File: src/sv/bia_pkg.sv
`timescale 1ns / 1ps
`default_nettype none
// ----------------------------------------------------------------------------
// bia_pkg
// shared constants, types and command/status structs of the id allocator
// ----------------------------------------------------------------------------
package bia_pkg;

    localparam int ID_CAPACITY   = 256;
    localparam int ID_W          = 8;
    localparam int ID_LIMIT      = 1 << ID_W;
    localparam int WORD_W        = 32;
    localparam int BIT_W         = $clog2(WORD_W);
    localparam int ROUNDED_CAP   = ((ID_CAPACITY + WORD_W - 1) / WORD_W) * WORD_W;
    localparam int EFFECTIVE_CAP = (ROUNDED_CAP < ID_LIMIT) ? ROUNDED_CAP : ID_LIMIT;
    localparam int NUM_WORDS     = EFFECTIVE_CAP / WORD_W;
    localparam int WIDX_W        = (NUM_WORDS > 1) ? $clog2(NUM_WORDS) : 1;
    localparam int STATUS_W      = 2;

    typedef enum logic [0:0] {
        KIND_ALLOC = 1'b0,
        KIND_FREE  = 1'b1
    } kind_t;

    typedef enum logic [STATUS_W-1:0] {
        ST_ALLOCATED = 2'd0,
        ST_NONE_FREE = 2'd1,
        ST_FREED     = 2'd2,
        ST_IGNORED   = 2'd3
    } status_t;

    // controller to datapath
    typedef struct packed {
        logic capture;
        logic advance;
        logic commit_free;
        logic commit_alloc;
    } bia_cmd_t;

    // datapath to controller
    typedef struct packed {
        logic kind_free;
        logic word_full;
        logic last_word;
        logic out_free;
    } bia_stat_t;

endpackage : bia_pkg
`default_nettype wire

File: src/sv/bia_if.sv
`timescale 1ns / 1ps
`default_nettype none
// ----------------------------------------------------------------------------
// bia_if
// request and response channels of the id allocator
// ----------------------------------------------------------------------------
interface bia_req_if
    import bia_pkg::*;
();
    logic              valid;
    logic              ready;
    kind_t             kind;
    logic [ID_W-1:0]   id_to_free;

    modport source (output valid, output kind, output id_to_free, input ready);
    modport sink   (input valid, input kind, input id_to_free, output ready);
endinterface : bia_req_if

interface bia_rsp_if
    import bia_pkg::*;
();
    logic              valid;
    logic              ready;
    logic [ID_W-1:0]   granted_id;
    status_t           status;

    modport source (output valid, output granted_id, output status, input ready);
    modport sink   (input valid, input granted_id, input status, output ready);
endinterface : bia_rsp_if
`default_nettype wire

File: src/sv/bia_ctrl.sv
`timescale 1ns / 1ps
`default_nettype none
// ----------------------------------------------------------------------------
// bia_ctrl
// sequencing of request capture, word scan and result commit
// ----------------------------------------------------------------------------
module bia_ctrl
    import bia_pkg::*;
(
    input  wire logic      clk,
    input  wire logic      rst_n,
    input  wire logic      req_valid,
    output logic           req_ready,
    input  wire bia_stat_t stat,
    output bia_cmd_t       cmd
);

    typedef enum logic [1:0] {
        S_IDLE,
        S_FREE,
        S_SCAN
    } state_t;

    state_t state_reg;
    state_t state_next;

    always_comb
    begin
        state_next = state_reg;
        cmd        = '0;
        req_ready  = 1'b0;
        unique case (state_reg)
            S_IDLE:
            begin
                req_ready = 1'b1;
                if (req_valid)
                begin
                    cmd.capture = 1'b1;
                    state_next  = S_SCAN;
                end
            end
            S_FREE:
            begin
                if (stat.out_free)
                begin
                    cmd.commit_free = 1'b1;
                    state_next      = S_IDLE;
                end
            end
            S_SCAN:
            begin
                // first scan cycle also routes a free request away
                if (stat.kind_free)
                begin
                    state_next = S_FREE;
                end
                else if (!stat.word_full || stat.last_word)
                begin
                    if (stat.out_free)
                    begin
                        cmd.commit_alloc = 1'b1;
                        state_next       = S_IDLE;
                    end
                end
                else
                begin
                    cmd.advance = 1'b1;
                end
            end
            default:
            begin
                state_next = S_IDLE;
            end
        endcase
    end

    always_ff @(posedge clk or negedge rst_n)
    begin
        if (!rst_n)
        begin
            state_reg <= S_IDLE;
        end
        else
        begin
            state_reg <= state_next;
        end
    end

endmodule : bia_ctrl
`default_nettype wire

File: src/sv/bia_datapath.sv
`timescale 1ns / 1ps
`default_nettype none
// ----------------------------------------------------------------------------
// bia_datapath
// used-id bitmap, scan pointer, lowest-clear-bit finder and result register
// ----------------------------------------------------------------------------
module bia_datapath
    import bia_pkg::*;
(
    input  wire logic            clk,
    input  wire logic            rst_n,
    input  wire kind_t           req_kind,
    input  wire logic [ID_W-1:0] req_id,
    input  wire bia_cmd_t        cmd,
    output bia_stat_t            stat,
    output logic                 rsp_valid,
    input  wire logic            rsp_ready,
    output logic [ID_W-1:0]      rsp_id,
    output status_t              rsp_status
);

    logic [WORD_W-1:0] map_reg [NUM_WORDS];
    logic [WORD_W-1:0] map_next [NUM_WORDS];
    logic [WIDX_W-1:0] widx_reg;
    logic [WIDX_W-1:0] widx_next;
    kind_t             kind_reg;
    logic [ID_W-1:0]   id_reg;
    logic              out_valid_reg;
    logic              out_valid_next;
    logic [ID_W-1:0]   out_id_reg;
    logic [ID_W-1:0]   out_id_next;
    status_t           out_status_reg;
    status_t           out_status_next;

    logic [WORD_W-1:0] cur_word;
    logic [WORD_W-1:0] zero_onehot;
    logic [BIT_W-1:0]  zero_pos;
    logic              id_ok;
    logic [WIDX_W-1:0] free_widx;
    logic [BIT_W-1:0]  free_bit;

    function automatic logic req_id_nz(input logic [ID_W-1:0] v);
        return v != '0;
    endfunction

    assign cur_word    = map_reg[widx_reg];
    assign zero_onehot = ~cur_word & (cur_word + WORD_W'(1));

    always_comb
    begin
        zero_pos = '0;
        for (int i = 0; i < WORD_W; i++)
        begin
            if (zero_onehot[i])
            begin
                zero_pos = zero_pos | BIT_W'(i);
            end
        end
    end

    assign id_ok     = (req_id_nz(id_reg)) &&
                       ({1'b0, id_reg} < (ID_W + 1)'(EFFECTIVE_CAP));
    assign free_widx = WIDX_W'(id_reg[ID_W-1:BIT_W]);
    assign free_bit  = id_reg[BIT_W-1:0];

    assign stat.kind_free = (kind_reg == KIND_FREE);
    assign stat.word_full = &cur_word;
    assign stat.last_word = (widx_reg == WIDX_W'(NUM_WORDS - 1));
    assign stat.out_free  = !out_valid_reg || rsp_ready;

    always_comb
    begin
        map_next        = map_reg;
        widx_next       = widx_reg;
        out_valid_next  = out_valid_reg && !rsp_ready;
        out_id_next     = out_id_reg;
        out_status_next = out_status_reg;

        if (cmd.capture)
        begin
            widx_next = '0;
        end
        if (cmd.advance)
        begin
            widx_next = widx_reg + WIDX_W'(1);
        end
        if (cmd.commit_free)
        begin
            out_valid_next = 1'b1;
            out_id_next    = '0;
            if (id_ok)
            begin
                map_next[free_widx] = map_reg[free_widx] & ~(WORD_W'(1) << free_bit);
                out_status_next     = ST_FREED;
            end
            else
            begin
                out_status_next = ST_IGNORED;
            end
        end
        if (cmd.commit_alloc)
        begin
            out_valid_next = 1'b1;
            if (!stat.word_full)
            begin
                map_next[widx_reg] = cur_word | zero_onehot;
                out_id_next        = ID_W'({widx_reg, zero_pos});
                out_status_next    = ST_ALLOCATED;
            end
            else
            begin
                out_id_next     = '0;
                out_status_next = ST_NONE_FREE;
            end
        end
    end

    // bitmap and control state
    always_ff @(posedge clk or negedge rst_n)
    begin
        if (!rst_n)
        begin
            for (int w = 0; w < NUM_WORDS; w++)
            begin
                map_reg[w] <= (w == 0) ? WORD_W'(1) : '0;
            end
            widx_reg      <= '0;
            out_valid_reg <= 1'b0;
        end
        else
        begin
            map_reg       <= map_next;
            widx_reg      <= widx_next;
            out_valid_reg <= out_valid_next;
        end
    end

    // payload
    always_ff @(posedge clk)
    begin
        if (cmd.capture)
        begin
            kind_reg <= req_kind;
            id_reg   <= req_id;
        end
        out_id_reg     <= out_id_next;
        out_status_reg <= out_status_next;
    end

    assign rsp_valid  = out_valid_reg;
    assign rsp_id     = out_id_reg;
    assign rsp_status = out_status_reg;

endmodule : bia_datapath
`default_nettype wire

File: src/sv/bitmap_id_allocator.sv
`timescale 1ns / 1ps
`default_nettype none
// a free steps from the scan state to the free state, then commits its result
// an allocate scans the bitmap one word per cycle from word 0 and commits at the
// first word with a clear bit or at the last word; a new request is taken only
// when idle, after the result is committed; a stalled response holds the commit
// reset: bitmap cleared with id 0 reserved, no result pending, ready for a request
// ----------------------------------------------------------------------------
// bitmap_id_allocator
// lowest-free id allocator over a bitmap of used ids held in 32-bit words
// ----------------------------------------------------------------------------
module bitmap_id_allocator
    import bia_pkg::*;
(
    input  wire logic clk,
    input  wire logic rst_n,
    bia_req_if.sink   req,
    bia_rsp_if.source rsp
);

    // command and status between controller and datapath
    bia_cmd_t  cmd;
    bia_stat_t stat;

    // controller: accepts a transfer when idle, then steps the scan
    // and commits once the result register has room
    bia_ctrl u_ctrl (
        .clk       (clk),
        .rst_n     (rst_n),
        .req_valid (req.valid),
        .req_ready (req.ready),
        .stat      (stat),
        .cmd       (cmd)
    );

    // datapath: bitmap words, scan pointer and the registered result,
    // which lets a new request transfer while a result waits
    bia_datapath u_datapath (
        .clk        (clk),
        .rst_n      (rst_n),
        .req_kind   (req.kind),
        .req_id     (req.id_to_free),
        .cmd        (cmd),
        .stat       (stat),
        .rsp_valid  (rsp.valid),
        .rsp_ready  (rsp.ready),
        .rsp_id     (rsp.granted_id),
        .rsp_status (rsp.status)
    );

endmodule : bitmap_id_allocator
`default_nettype wire
File: src/flat_wrapper.sv
// flat-port wrapper written by rule: the top's interface ports become plain ports
module bitmap_id_allocator_flat import bia_pkg::*;
  (clk, rst_n, req_valid, req_kind, req_id_to_free, req_ready, rsp_valid, rsp_granted_id, rsp_status, rsp_ready);
  bia_req_if req_i ();
  bia_rsp_if rsp_i ();
  input  wire logic clk;
  input  wire logic rst_n;
  input wire logic [$bits(req_i.valid)-1:0] req_valid;
  input wire logic [$bits(req_i.kind)-1:0] req_kind;
  input wire logic [$bits(req_i.id_to_free)-1:0] req_id_to_free;
  output wire logic [$bits(req_i.ready)-1:0] req_ready;
  output wire logic [$bits(rsp_i.valid)-1:0] rsp_valid;
  output wire logic [$bits(rsp_i.granted_id)-1:0] rsp_granted_id;
  output wire logic [$bits(rsp_i.status)-1:0] rsp_status;
  input wire logic [$bits(rsp_i.ready)-1:0] rsp_ready;
  assign req_i.valid = req_valid;
  assign req_i.kind = req_kind;
  assign req_i.id_to_free = req_id_to_free;
  assign req_ready = req_i.ready;
  assign rsp_valid = rsp_i.valid;
  assign rsp_granted_id = rsp_i.granted_id;
  assign rsp_status = rsp_i.status;
  assign rsp_i.ready = rsp_ready;
  bitmap_id_allocator u_core (.clk(clk), .rst_n(rst_n), .req(req_i), .rsp(rsp_i));
endmodule
File: config.mk
export PLATFORM = sky130hd
export DESIGN_NAME = bitmap_id_allocator_flat
export DESIGN_NICKNAME = d
export VERILOG_FILES = /design/src/sv/bia_pkg.sv /design/src/sv/bia_if.sv /design/src/sv/bia_ctrl.sv /design/src/sv/bia_datapath.sv /design/src/sv/bitmap_id_allocator.sv /design/src/flat_wrapper.sv
export SDC_FILE = /design/constraint.sdc
export NUM_CORES = 1
export LEC_CHECK = 0
export ABC_CLOCK_PERIOD_IN_PS = 5000
export BUFFER_PORTS_ARGS = -buffer_cell sky130_fd_sc_hd__buf_4
export CAP_MARGIN = 20
export CORE_AREA = 4 4 173 175
export CTS_BUF_LIST = sky130_fd_sc_hd__clkbuf_2
export DETAILED_ROUTE_END_ITERATION = 16
export DIE_AREA = 0 0 177 179
export HOLD_SLACK_MARGIN = 0.12
export PLACE_DENSITY = 0.85
export SETUP_SLACK_MARGIN = 0.15
export SLEW_MARGIN = 10
export SYNTH_ARGS = -nofsm -noshare
export SYNTH_HDL_FRONTEND = slang
export SYNTH_SLANG_ARGS = --single-unit
File: constraint.sdc
create_clock -name clk -period 5 [get_ports clk]
set_input_delay 0 -clock clk [delete_from_list [all_inputs] [get_ports clk]]
set_output_delay 0 -clock clk [all_outputs]
set_load 0.005 [all_outputs]
==> impl_metrics.yaml <==
place:
  routabilityCongestion: 0.987
  portBuffers: 24
  dp_cells: 2300
  post_dp_cell_area_sq_um: 18100
  hpwl_mm: 37.1
power_and_ir_drop:
  power.total_w: 0.00818
  power_per_cell_area_nw_per_um2: 428
  leakage_nw: 7.62
  ir_drop_mv: 0.210
global_route:
  grtUsageMet1_pct: 48.3
  grt_antenna_before_repair: 1
  track_usage_pct: 37.8
  grt_use_met3_pct: 11.1
  grt_pass1_wl_mm: 93.5
  busiest_layer: "met2"
  first_global_vias: 16900
  gr-total-overflow: 0
  met2_usage_pct: 57.4
  grt_start_max_net_pins: 153
clock_network:
  clk_pin_slew_ps: 100
  cts_tree: "built"
  root_buffer: "clkbuf_2"
  htree_num_levels: 3
  clock_tree.buffer_depth: 3
  post-cts-setup-buffer-count: 0
  cts.sinks: 281
  insertion_delay_ps: 930
  cts_buffers: 76
  cts_resized: 0
timing:
  fin_crit_ps: 4570
  clock_skew_ps: 79.1
  slew-limit-headroom_pct: 2.23
  tns_ps: 0
  clock.fmax_ghz: 0.219
  hold_viol: 0
  period_share_pct: 91.5
  worst-slew-pin-transition_ps: 1470
  rsz0062_at_grt: "false"
  slew_viol_final: 0
  setup_viol: 0
job:
  max_cap_viol_count: 0
floorplanning:
  dieArea_sq_um: 31700
  rows: 62
  fp.dieW_microns: 177
  chipHeight_microns: 179
  ios: 25
  start_util_pct: 63.8
  core_area_sq_um: 28500
drt:
  finalWirelength_mm: 60.0
  firstDrtPassIters: 8
  vias_per_cell: 7.02
  postRouteAntennaNets: 0
  drcViolationCount: 0
  drtIter0Drc: 2935
  wl_per_cell_microns: 24.4
  num_vias: 17300
synthesis:
  synth_nets: 2025
  synthMuxAreaShare_pct: 10.9
  async_flop_share_pct: 93.2
  syn-cell-area_sq_um: 18200
  ys_ff_latch: 281
  yosysTopAreaCellShare_pct: 35.9
  synth.avg_cell_area_sq_um: 9.04
  synth_area_leader_cell: "dfrtp_1"
  postSynthCellCount: 2010
  yosys_warnings: 0
  synth-compound-area-share_pct: 25.8
  synthFlopType: "dfrtp_1"
  synth-edff-count: 19
  synth_top_family_by_area: "compound AO/OA/AOI/OAI gates"
  yosysSeqAreaShare_pct: 39.2
  synthXorXnorAreaFrac_pct: 0
  ys_types: 76
  yosys.area_share.simple_pct: 16.5
  synth_top_cells_by_area: "dfrtp_1 (36%), nor2_1 (7.8%), a21oi_1 (7.4%)"
  synthAdderAreaFrac_pct: 0.138
setup_path:
  cp.depth: 9
  r2r_slack_ps: 430
  r2r_end: "u_core.u_datapath.map_reg[9]"
  crit_path_max_incr_delay_ps: 1020
  ff2ff_path_depth: 9
  cp-startpoint: "u_core.u_datapath.widx_reg[2]"
  path_cells: "mux2_2 -> mux4_2 -> o21ai_0 -> or2_2 -> or3_4 -> o211a_2 -> buf_4 -> nand2_1 -> o21ai_1"
  crit_buf_inv: 1
  cp-end-kind: "register"
  crit_required_ps: 5810
  rr_startpoint: "u_core.u_datapath.widx_reg[2]"
  cp_data_arrival_time_ps: 5380
  worstSetupPathType: "register to register"
  cp_slowest_cell: "dfrtp_4"
  crit_end: "u_core.u_datapath.map_reg[9]"
  path_delay_family: "compound AO/OA/AOI/OAI gates"
  worst_setup_path_start_kind: "register"
  path_max_fanout: 62
cells_and_area:
  multiInputGateArea_sq_um: 9760
  seq_area_sq_um: 7140
  area_growth_pct: 5.03
  drive_above_1_share_pct: 21.3
  largest_reg_flops: 256
  fin_nets: 2036
  final_area_sq_um: 19100
  finalNonFillerCells: 2457
  layout.filler_cells: 2260
status:
  status: "completed"
min_path:
  hold_class: "primary input to asynchronous set/reset pin"
==> how the worst min path moves through the flow <==
| stage | endpoint | start | slack [ps] |
|---|---|---|---|
| finish | u_core.u_datapath.map_reg[224] | rst_n | 210 |
| CTS | u_core.u_datapath.map_reg[224] | rst_n | 160 |
| detailed placement | u_core.u_datapath.map_reg[82] | rst_n | 120 |
| floorplan | u_core.u_ctrl.state_reg[0] | rst_n | -300 |
| global route | u_core.u_datapath.map_reg[224] | rst_n | 220 |
| global placement | u_core.u_datapath.map_reg[82] | rst_n | 120 |
==> area by class of cell <==
type	instances	share of cell area (%)
clock buffer	108	2.83
sequential	281	37.4
antenna	1	0.0131
timing repair buffer	94	4.37
inverter	42	0.826
multi-input combinational	1526	51.1
tap	384	2.52
clock inverter	21	0.892
==> cells by family after synthesis <==
kind of cell / Yosys count
compound gates: 716
simple gates: 680
flops: 281
buf+inv: 204
mux: 127
fa+ha+maj: 2
==> cell usage after synthesis (all sizes together), types with 5 or more instances <==
cell    number
or3          9
nand3        7
nand2b       8
or2          7
edfxtp      19
dfrtp      261
mux4        52
nor3        14
o31ai        7
nor2b        8
nand4       38
inv         42
clkbuf      78
a21oi      354
nor4         5
nand2      170
buf         84
a31oi        9
o211ai       7
o21ai      174
nand3b       6
mux2i       57
and2        13
mux2        18
a22oi      130
nor2       377
==> through the flow <==
| step | hold WS [ps] | setup WS [ps] | util (%) |
|---|---|---|---|
| after global routing | 217 | 251 | 67.0 |
| after CTS | 159 | 489 | 67.0 |
| after floorplan | -296 | 1640 | - |
| final | 211 | 426 | 67.0 |
| after global placement | 117 | 694 | 63.5 |
| after detailed placement | 122 | 578 | 63.5 |
==> worst register-to-register path: stages, from the launching register on <==
cell and delay [ps]:
dfrtp_4 1020, mux2_2 450, mux4_2 480, o21ai_0 520, or2_2 230, or3_4 260, o211a_2 920, buf_4 380
nand2_1 80, o21ai_1 130
==> routing by layer <==
layer	vias to the layer above	wire length, microns
li1	7300	-
met1	7996	20900
met2	1530	26100
met3	428	8690
met4	0	4330
met5	-	0
==> where the power goes <==
| group | leakage [nW] | switching (W) | internal (W) |
|---|---|---|---|
| combinational | 3.42 | 0.00191 | 0.00110 |
| sequential | 3.67 | 0.000569 | 0.00285 |
| clock | 0.531 | 0.00102 | 0.000732 |
==> layout by cell type (no fill, tap or decap), drive strengths merged, types with 13 or more instances in the layout <==
master | synthesis | final
mux2 | 18 | 18
nand4 | 38 | 38
nor2 | 377 | 377
clkinv | 0 | 14
a22oi | 130 | 130
mux4 | 52 | 52
dfrtp | 261 | 261
clkbuf | 78 | 108
and2 | 13 | 13
buf | 84 | 69
inv | 42 | 44
dlygate4sd3 | 0 | 25
mux2i | 57 | 57
o21ai | 174 | 174
nand2 | 170 | 170
a21oi | 354 | 354
edfxtp | 19 | 19
nor3 | 14 | 14
==> repair_timing <==
action | in CTS | in global routing
setup endpoints to repair | 0 | 1
endpoints found under the hold margin | 297 | 0
hold buffers | 26 | 0
No activity file was read; power rests on OpenSTA's default activity.
